--- config.mk ---
export PLATFORM = sky130hd
export DESIGN_NAME = obm_div
export DESIGN_NICKNAME = d
export VERILOG_FILES = /design/src/rtl/obm_div.sv
export SDC_FILE = /design/constraint.sdc
export NUM_CORES = 1
export LEC_CHECK = 0
export ABC_AREA = 1
export BUFFER_PORTS_ARGS = -buffer_cell sky130_fd_sc_hd__buf_2
export CAP_MARGIN = 10
export CORE_MARGIN = 3
export CORE_UTILIZATION = 55
export DETAILED_ROUTE_END_ITERATION = 12
export PLACE_DENSITY_LB_ADDON = 0.1
export SYNTH_ARGS = -nofsm -noshare
export SYNTH_HDL_FRONTEND = slang
export SYNTH_SLANG_ARGS = --single-unit
--- constraint.sdc ---
create_clock -name clk -period 2.9 [get_ports clk]
set_input_delay 0.58 -clock clk [delete_from_list [all_inputs] [get_ports clk]]
set_output_delay 0.58 -clock clk [all_outputs]
set_load 0.005 [all_outputs]
--- src/rtl/obm_div.sv ---
// Unsigned restoring divider for the oscillator bank mixer, one quotient bit
// per cycle, with a 16-bit divisor. No dependencies.
`default_nettype none
module obm_div #(
    parameter int DIVIDEND_W = 37
) (
    input  wire logic                  clk,
    input  wire logic                  rst_n,
    input  wire logic                  start,
    input  wire logic [DIVIDEND_W-1:0] dividend,
    input  wire logic [15:0]           divisor,
    output logic      [DIVIDEND_W-1:0] quotient,
    output logic                       busy,
    output logic                       done
);

    localparam int CNT_W = $clog2(DIVIDEND_W + 1);

    logic [CNT_W-1:0]      cnt_reg;
    logic                  done_reg;
    logic [15:0]           rem_reg;
    logic [15:0]           rem_next;
    logic [DIVIDEND_W-1:0] quo_reg;
    logic [DIVIDEND_W-1:0] quo_next;
    logic [15:0]           divisor_reg;
    logic [16:0]           trial;
    logic                  fits;

    always_comb
    begin
        trial    = {rem_reg, quo_reg[DIVIDEND_W-1]};
        fits     = trial >= {1'b0, divisor_reg};
        rem_next = fits ? 16'(trial - {1'b0, divisor_reg}) : trial[15:0];
        quo_next = {quo_reg[DIVIDEND_W-2:0], fits};
    end

    always_ff @(posedge clk or negedge rst_n)
    begin
        if (!rst_n)
        begin
            cnt_reg  <= '0;
            done_reg <= 1'b0;
        end
        else if (start)
        begin
            cnt_reg  <= CNT_W'(DIVIDEND_W);
            done_reg <= 1'b0;
        end
        else if (cnt_reg != '0)
        begin
            cnt_reg  <= cnt_reg - 1'b1;
            done_reg <= (cnt_reg == CNT_W'(1));
        end
        else
        begin
            done_reg <= 1'b0;
        end
    end

    always_ff @(posedge clk)
    begin
        if (start)
        begin
            rem_reg     <= '0;
            quo_reg     <= dividend;
            divisor_reg <= divisor;
        end
        else if (cnt_reg != '0)
        begin
            rem_reg <= rem_next;
            quo_reg <= quo_next;
        end
    end

    assign quotient = quo_reg;
    assign busy     = cnt_reg != '0;
    assign done     = done_reg;

endmodule
`default_nettype wire

==> flow_metrics.tcl, run 1 <==
set metrics [dict create \
    peakVddDrop_v 0.000348 \
    numCtsBuffers 9 \
    report.final.slew_viol_count 0 \
    coreArea_sq_um 7490 \
    async_flop_share_pct 9.21 \
    row_count 31 \
    yosysWarnings 0 \
    synth_ff_type "edfxtp_1" \
    placed_cells 716 \
    synthTopCellsByArea "edfxtp_1 (37%), nand2_1 (20%), dfxtp_1 (7.3%), ha_1 (5.2%), inv_1 (5.1%)" \
    clk_pin_slew_worst_paths_ns 0.08 \
    synthesis.instances 532 \
    cts_tree "done" \
    crit_type "reg -> out" \
    rsz0062_at_grt "false" \
    syn_nets 607 \
    grt_start_max_net_pins 52 \
    drt_iter0_markers 240 \
    grt_pass1_wl_mm 16.8 \
    critPathMaxFanout 4 \
    grt_overflow 0 \
    cts.htree.levels 3 \
    max-slew-margin-rel_pct 64.0 \
    grt_use_total_pct 23.9 \
    tns_ns 0 \
    cap_violations 0 \
    start_kind "register" \
    cp_data_required_time_ns 2.32 \
    final_layout_size_suffix_gt1_share_pct 23.5 \
    finalSetupViolCount 0 \
    syn_avg_cell_area_sq_um 8.19 \
    syn_area_sq_um 4360 \
    post_cts_buffers 0 \
    synth_top_area_share_pct 36.5 \
    cts_resized 0 \
    yosysMostFrequentCell "nand2_1" \
    route.detailed.drc 0 \
    syn_to_final_growth_pct 16.7 \
    vias 3647 \
    crit_arrival_ns 1.62 \
    largest_reg_flops 37 \
    fin_crit_sh_pct 75.8 \
    clkSinkCount 76 \
    die_y_microns 95.0 \
    outcome "finished, final reports clean" \
    synth_enable_flop_cells 53 \
    power.total_mw 4.29 \
    r2r_cells 9 \
    cellPowerDensity_nw_per_um2 844 \
    ios 95 \
    reg2reg_setup_slack_ns 0.72 \
    synth_area_leader_cell "edfxtp_1" \
    cts_root_buffer "clkbuf_8" \
    synth.distinct_cells 37 \
    port_buffers 94 \
    gp_congestion 0.898 \
    synth_common_cells "nand2_1 (238), inv_1 (59), edfxtp_1 (53)" \
    drt-pass1-iter-count 4 \
    critPathCaptureType "output pin" \
    fin_cells 732 \
    antenna_found_initial 0 \
    routed_wl_mm 9.80 \
    dieArea_sq_um 9030 \
    avgViaCountPerCell 4.98 \
    start_util_pct 58.2 \
    p_leak_nw 2.72 \
    worstReg2RegEnd "quotient[25]$_DFFE_PP_" \
    yosysSeqAreaShare_pct 47.9 \
    grt_pass1_vias 3680 \
    dpl.hpwl_mm 7.18 \
    nets 703 \
    routedWlPerCell_microns 13.4 \
    fillers 656 \
    layout_min_cycle_time_ns 2.20 \
    hold_viol_final 0 \
    clock_path_buffers 2 \
    tightest_slew_ns 0.540 \
    fp.dieW_microns 95.0 \
    clock.fmax_mhz 455 \
    reg2reg_from "cnt_reg[0]$_DFFE_PN0P_" \
    min_path_type "in -> async" \
    ys_ff_latch 76 \
    insertedDiodeCount 0 \
    clock_latency_ns 0.35 \
    detail-route-antenna-nets 0 \
    postCtsHoldBufs 0 \
    fin_skew_ns 0.0111 \
]
[power breakdown]
group | switching (mW) | internal (mW) | leakage, nW
clock network | 0.412 | 0.398 | 0.0943
logic | 1.20 | 0.745 | 1.84
registers | 0.152 | 1.39 | 0.781
[cells in the final DEF, fill, tap and decap left out, types with 2 or more instances in the layout]
cell type  count
nand3_1       26
nand2_1      238
nor2_2         2
nand2_2       16
dfxtp_1       16
nor2_1        11
clkbuf_8       9
nor2_4         2
nor3_1         7
edfxtp_1      53
ha_1          18
buf_4          5
buf_2         94
xnor2_1        6
inv_2          7
nand3b_1      17
nand3_2        3
nand4_1        4
o21ai_0        2
dfrtp_1        7
a21oi_1        9
inv_1         59
xor2_1         4
[layer usage]
metal  part of all wire, %  vias to the layer above  global-route usage [%]
li1                      -                     1868                       -
met1                    44                     1658                    30.9
met2                    48                      112                    39.6
met5                     0                        -                       0
met3                   7.0                        9                    5.76
met4                   1.1                        0                    7.93
[per-stage QoR]
| step | cell area (sq um) | setup WS [ns] | utilization [%] | hold WS (ns) |
|---|---|---|---|---|
| final | 5090 | 0.703 | 67.9 | 0.0409 |
| after global routing | 5090 | 0.545 | 67.9 | 0.0275 |
| after CTS | 5090 | 0.678 | 67.9 | 0.0340 |
| after detailed placement | 4890 | 0.743 | 65.4 | 0.420 |
| after global placement | 4890 | 0.846 | 65.4 | 0.419 |
| after floorplan | 4360 | 0.780 | - | 0.284 |
[cells by family (layout without fill, tap and decap cells)]
group | after synthesis | after routing | synth area share [%]
and+or+nand+nor | 331 | 331 | 34.3
buffers and inverters | 80 | 181 | 7.89
DFF | 76 | 76 | 47.9
adders and majority gates | 19 | 19 | 5.63
AOI/OAI and AO/OA | 16 | 16 | 2.27
xor gates and xnor gates | 10 | 10 | 2.01
[worst max path at each step]
stage / cells past startpoint / startpoint / end / slack [ns]
final: 6 / cnt_reg[0]$_DFFE_PN0P_ / busy / 0.70
after global routing: 6 / cnt_reg[0]$_DFFE_PN0P_ / busy / 0.55
after CTS: 6 / cnt_reg[0]$_DFFE_PN0P_ / busy / 0.68
after detailed placement: 9 / cnt_reg[0]$_DFFE_PN0P_ / quotient[11]$_DFFE_PP_ / 0.74
after global placement: 9 / cnt_reg[0]$_DFFE_PN0P_ / quotient[8]$_DFFE_PP_ / 0.85
after floorplan: 7 / cnt_reg[0]$_DFFE_PN0P_ / quotient[0]$_DFFE_PP_ / 0.78
[worst max-delay path, stage by stage (launching register included)]
cell and delay, ns:
dfrtp_1 0.41, inv_1 0.09, ha_1 0.18, nand2_1 0.13
nor3_4 0.20, inv_2 0.10, buf_2 0.14
[layout make-up]
type / count / area (sq um) / area share [%]
Tap cell: 99 / 124 / 2.44
Timing Repair Buffer: 99 / 508 / 9.99
Clock inverter: 6 / 63.8 / 1.25
Inverter: 66 / 248 / 4.87
Sequential cell: 76 / 2090 / 41.0
Multi-Input combinational cell: 376 / 1930 / 37.9
Clock buffer: 10 / 128 / 2.51
Note: power is estimated with default switching activity, not from simulation.
==> run 2: changes to the inputs <==
Clock period 2.9 ns to 2.2 ns, I/O delays scaled along.
==> run 2 against run 1 <==
Effect of this change:
- largest power group unchanged
- wire length decreased by 3.7%
- critical path type unchanged
- clock power up 31%
- combinational power is 31% higher
- flip-flop and latch count did not move
- cell count grew 0.14%
- register-to-register slack lost 0.51 ns
- total power up 31%
- worst hold slack better by 0.21 ns
- critical path depth unchanged
- setup slack got worse by 0.54 ns
- first-iteration DRC count fell by 37%
==> flow_metrics.tcl, run 2 (synthesis results as in run 1) <==
set metrics [dict create \
    routed_wl_mm 9.44 \
    fillers 622 \
    cts_root_buffer "clkbuf_8" \
    fin_crit_sh_pct 92.4 \
    wl_met2_mm 4.34 \
    critical-path-max-stage-delay_ns 0.41 \
    critPathMaxFanout 4 \
    routed.top_layer "met4" \
    intPower_mw 3.35 \
    grt_start_max_net_pins 45 \
    gp_congestion 0.923 \
    route.detailed.drc 0 \
    tightest_slew_ns 0.484 \
    grt_pass1_wl_mm 16.3 \
    largest_reg_flops 37 \
    grt_pass1_vias 3695 \
    cts_tree "done" \
    power.total_mw 5.64 \
    hold_viol_final 0 \
    report.final.slew_viol_count 0 \
    critPathCaptureType "output pin" \
    routedWlPerCell_microns 12.9 \
    dieArea_sq_um 9030 \
    met3WireLength_microns 697 \
    numCtsBuffers 9 \
    layout_min_cycle_time_ns 2.03 \
    port_buffers 94 \
    ios 95 \
    fp.dieW_microns 95.0 \
    postLayoutCoreUtil_pct 68.1 \
    start_kind "register" \
    crit_family "flip-flops" \
    fin_skew_ns 0.0176 \
    drt_iter0_markers 151 \
    met1_length_mm 4.25 \
    cts.htree.levels 3 \
    antenna_found_initial 0 \
    avgViaCountPerCell 4.99 \
    p_leak_nw 2.73 \
    cap_violations 0 \
    final_layout_size_suffix_gt1_share_pct 23.7 \
    cp_data_required_time_ns 1.76 \
    crit_type "reg -> out" \
    critical_path.cell_chain "inv_1, ha_1, nand2_1, nor3_4, inv_2, buf_2" \
    cellPowerDensity_nw_per_um2 1110 \
    power_frac_comb_pct 45.1 \
    tns_ns 0 \
    insertedDiodeCount 0 \
    max-slew-margin-rel_pct 67.7 \
    vias 3657 \
    finalSetupViolCount 0 \
    peakVddDrop_v 0.000481 \
    clock.fmax_mhz 492 \
    swShare_pct 40.7 \
    grt_use_total_pct 23.1 \
    dpl.hpwl_mm 6.89 \
    row_count 31 \
    switchingPower_mw 2.29 \
    clock_latency_ns 0.36 \
    crit_arrival_ns 1.59 \
    hold-worst-slack_ns 0.253 \
    clk_pin_slew_worst_paths_ns 0.09 \
    clkSinkCount 76 \
    post_cts_buffers 0 \
    crit_slowest_cell "dfrtp_1" \
    clock_path_buffers 2 \
    layout_commonest_cell "nand2_1" \
    final_cell_mix "nand2_1 (238), buf_2 (94), inv_1 (59)" \
    min_path_type "in -> reg" \
    clkPwrFrac_pct 18.9 \
    rsz0062_at_grt "false" \
    start_util_pct 58.2 \
    nets 704 \
    coreArea_sq_um 7490 \
    syn_to_final_growth_pct 17.0 \
    detail-route-antenna-nets 0 \
    grt_overflow 0 \
    die_y_microns 95.0 \
    seq_power_share_pct 36.0 \
    drt-pass1-iter-count 4 \
    crit_buf_inv 3 \
    outcome "finished, final reports clean" \
]
## run 2: final timing paths
| kind | start | to | slack, ns | cells past startpoint |
|---|---|---|---|---|
| min in group asynchronous | rst_n | cnt_reg[2]$_DFFE_PN0P_ | 0.45 | 2 |
| setup reg to reg | divisor_reg[14]$_DFFE_PP_ | rem_reg[11]$_SDFFE_PP0P_ | 0.21 | 10 |
| hold / removal | divisor[8] | divisor_reg[8]$_DFFE_PP_ | 0.25 | 1 |
| hold reg to reg | rem_reg[1]$_SDFFE_PP0P_ | rem_reg[1]$_SDFFE_PP0P_ | 0.47 | 2 |
| max in group asynchronous | rst_n | cnt_reg[0]$_DFFE_PN0P_ | 1.58 | 2 |
| setup / recovery | cnt_reg[0]$_DFFE_PN0P_ | busy | 0.17 | 6 |
## run 2: routing by layer
metal | global-route usage, % | up-vias
met2 | 37.2 | 114
li1 | - | 1875
met1 | 29.9 | 1652
met5 | 0 | -
met3 | 6.31 | 16
met4 | 8.65 | 0
## run 2: what timing repair did
item	4_1_cts	5_1_grt
endpoints found under the hold margin	7	0
hold buffers	1	0
setup endpoints to repair	0	1
gates resized for setup	0	1
## run 2: power groups by stage
stage,clock network (mW),logic (mW),registers [mW]
final,1.06,2.55,2.03
after global routing,1.15,2.94,2.07
after CTS,1.09,2.53,2.03
after detailed placement,0,2.51,2.05
after global placement,0,2.48,2.06
after floorplan,0,2.07,2.02
## run 2: worst register-to-register path, cell delays in order, from the launching register on
cell and delay [ns]:
edfxtp_1 0.34, inv_1 0.04, ha_1 0.34, a21oi_1 0.24, o21a_1 0.16, nand2_2 0.09
nor2_8 0.29, nand2_8 0.19, nand2_1 0.11, nand3_1 0.07, nand2_1 0.07
## run 2: layout make-up
type	count	area, sq um	share of cell area (%)
flip-flops and latches	76	2090	40.9
multi-input cells	376	1930	37.9
repair buffers	100	518	10.2
inverters	66	248	4.86
clock buffers	10	128	2.50
well taps	99	124	2.43
clock inverters	6	63.8	1.25
## run 2: metrics by stage
stage	cells	cell area, sq um	setup slack [ns]
final	733	5100	0.167
after global routing	733	5100	0.0116
after CTS	733	5100	0.136
after detailed placement	716	4890	0.234
after global placement	716	4890	0.241
after floorplan	532	4360	0.0803
==> run 3: changes to the inputs <==
Settings changed: CORE_UTILIZATION 55 to 59.
Clock period 2.2 ns to 2.41 ns, I/O delays scaled along.
==> run 3 against run 2 <==
Effect of this change:
- die area fell by 6.4%
- sequential power fell by 8%
- clock skew fell by 0.0029 ns
- first-iteration DRC count rose by 25%
- flip-flop and latch count did not move
- global-route usage rose by 1.3 points
- combinational power fell by 7.8%
- register-to-register slack improved by 0.15 ns
- total power fell by 6.6%
- worst hold slack improved by 0.054 ns
- highest routed layer unchanged
==> flow_metrics.tcl, run 3 (synthesis results as in run 1) <==
set metrics [dict create \
    grt_pass1_wl_mm 16.3 \
    cp_data_required_time_ns 1.93 \
    cts_resized 0 \
    reg2reg_setup_slack_ns 0.36 \
    hold_start "divisor[1]" \
    rsz0062_at_grt "false" \
    critical-path-max-stage-delay_ns 0.40 \
    cts_root_buffer "clkbuf_8" \
    numCtsBuffers 9 \
    crit_buf_inv 3 \
    ios 95 \
    largest_reg_flops 37 \
    row_count 30 \
    clk_pin_slew_worst_paths_ns 0.09 \
    start_kind "register" \
    grt_overflow 0 \
    port_buffers 94 \
    fp.dieW_microns 92.0 \
    clock_latency_ns 0.34 \
    clkSinkCount 76 \
    outcome "finished, final reports clean" \
    grt_pass1_vias 3459 \
    syn_to_final_growth_pct 17.5 \
    cp_num_cells 6 \
    grt_start_max_net_pins 50 \
    detail-route-antenna-nets 0 \
    cap_violations 0 \
    drt-pass1-iter-count 4 \
    coreArea_sq_um 6980 \
    nets 703 \
    report.final.slew_viol_count 0 \
    antenna_found_initial 0 \
    fin_skew_ns 0.0146 \
    gp_congestion 0.946 \
    fin_crit_sh_pct 86.8 \
    max-slew-margin-rel_pct 63.4 \
    postLayoutCoreUtil_pct 73.4 \
    cellPowerDensity_nw_per_um2 1030 \
    routed_wl_mm 9.81 \
    peakVddDrop_v 0.000426 \
    dpl.hpwl_mm 7.16 \
    cts_tree "done" \
    crit_arrival_ns 1.61 \
    dieArea_sq_um 8460 \
    final_cell_mix "nand2_1 (238), buf_2 (94), inv_1 (59)" \
    cts.htree.levels 3 \
    critPathMaxFanout 4 \
    clock_path_buffers 2 \
    insertedDiodeCount 0 \
    reg2reg_from "cnt_reg[0]$_DFFE_PN0P_" \
    vias 3706 \
    hold-worst-slack_ns 0.307 \
    layout_commonest_cell "nand2_1" \
    tightest_slew_ns 0.549 \
    min_to "divisor_reg[1]$_DFFE_PP_" \
    critPathCaptureType "output pin" \
    grt_use_total_pct 24.4 \
    worstReg2RegEnd "quotient[4]$_DFFE_PP_" \
    crit_path_start "cnt_reg[1]$_DFFE_PN0P_" \
    layout_min_cycle_time_ns 2.09 \
    min_path_type "in -> reg" \
    avgViaCountPerCell 5.08 \
    worstHoldPathCells 1 \
    routedWlPerCell_microns 13.4 \
    clock.fmax_mhz 478 \
    critical_path.cell_chain "inv_1, ha_1, nand2_1, nor3_4, inv_2, buf_2" \
    crit_type "reg -> out" \
    post_cts_buffers 0 \
    p_leak_nw 2.74 \
    r2r_cells 8 \
    drt_iter0_markers 188 \
    crit_slowest_cell "dfrtp_1" \
    start_util_pct 62.4 \
    route.detailed.drc 0 \
    hold_viol_final 0 \
    crit_family "flip-flops" \
    tns_ns 0 \
    final_layout_size_suffix_gt1_share_pct 23.5 \
    finalSetupViolCount 0 \
    die_y_microns 92.0 \
]
-- run 3: cell count changes in the layout (fill, tap and decap cells not counted), sizes merged --
cell and delta:
inv -1, bufinv +1, clkbuf -1, clkinvlp -1, clkinv +2, buf -1
-- run 3: repair_timing --
action | in CTS | in global routing
hold endpoints to repair | 7 | 0
endpoints found under the setup margin | 0 | 0
hold buffers | 1 | 0
-- run 3: how the worst max path moves through the flow --
stage,to
after floorplan,quotient[0]$_DFFE_PP_
after global placement,rem_reg[8]$_SDFFE_PP0P_
after detailed placement,rem_reg[12]$_SDFFE_PP0P_
after CTS,busy
after global routing,busy
final,busy
-- run 3: metrics by stage --
| stage | setup WS, ns | power (mW) | instance area [sq um] | instances |
|---|---|---|---|---|
| 6_report | 0.317 | 5.27 | 5120 | 729 |
| 5_1_grt | 0.173 | 5.69 | 5120 | 729 |
| 4_1_cts | 0.300 | 5.28 | 5120 | 729 |
| 3_5_place_dp | 0.391 | 4.20 | 4900 | 712 |
| 3_3_place_gp | 0.456 | 4.13 | 4900 | 712 |
| 2_1_floorplan | 0.290 | 3.74 | 4360 | 532 |
-- run 3: worst reg2reg max path: stages (launching register included) --
cell,delay [ns]
dfrtp_1,0.40
inv_1,0.08
ha_1,0.22
nand2_1,0.15
nor3_4,0.07
inv_2,0.11
nor2_4,0.04
inv_1,0.41
buf_12,0.26
-- run 3: power breakdown --
group / switching, mW / internal (mW) / leakage (nW)
sequential: 0.188 / 1.68 / 0.781
combinational: 1.45 / 0.899 / 1.85
clock: 0.479 / 0.580 / 0.111
-- run 3: cell type report --
cell class                      instances  area, sq um
Sequential cell                        76         2090
Inverter                               66          248
Timing Repair Buffer                   99          523
Tap cell                               96          120
Clock inverter                          7         91.3
Multi-Input combinational cell        376         1930
Clock buffer                            9          124
Fill cell                             574         1860
-- run 3: per-layer routing --
metal / up-vias / GRT usage, % / routed length [microns]
li1: 1873 / - / -
met2: 132 / 38.8 / 4630
met3: 13 / 6.15 / 732
met4: 0 / 8.17 / 163
met5: - / 0 / 0
met1: 1688 / 32.6 / 4280
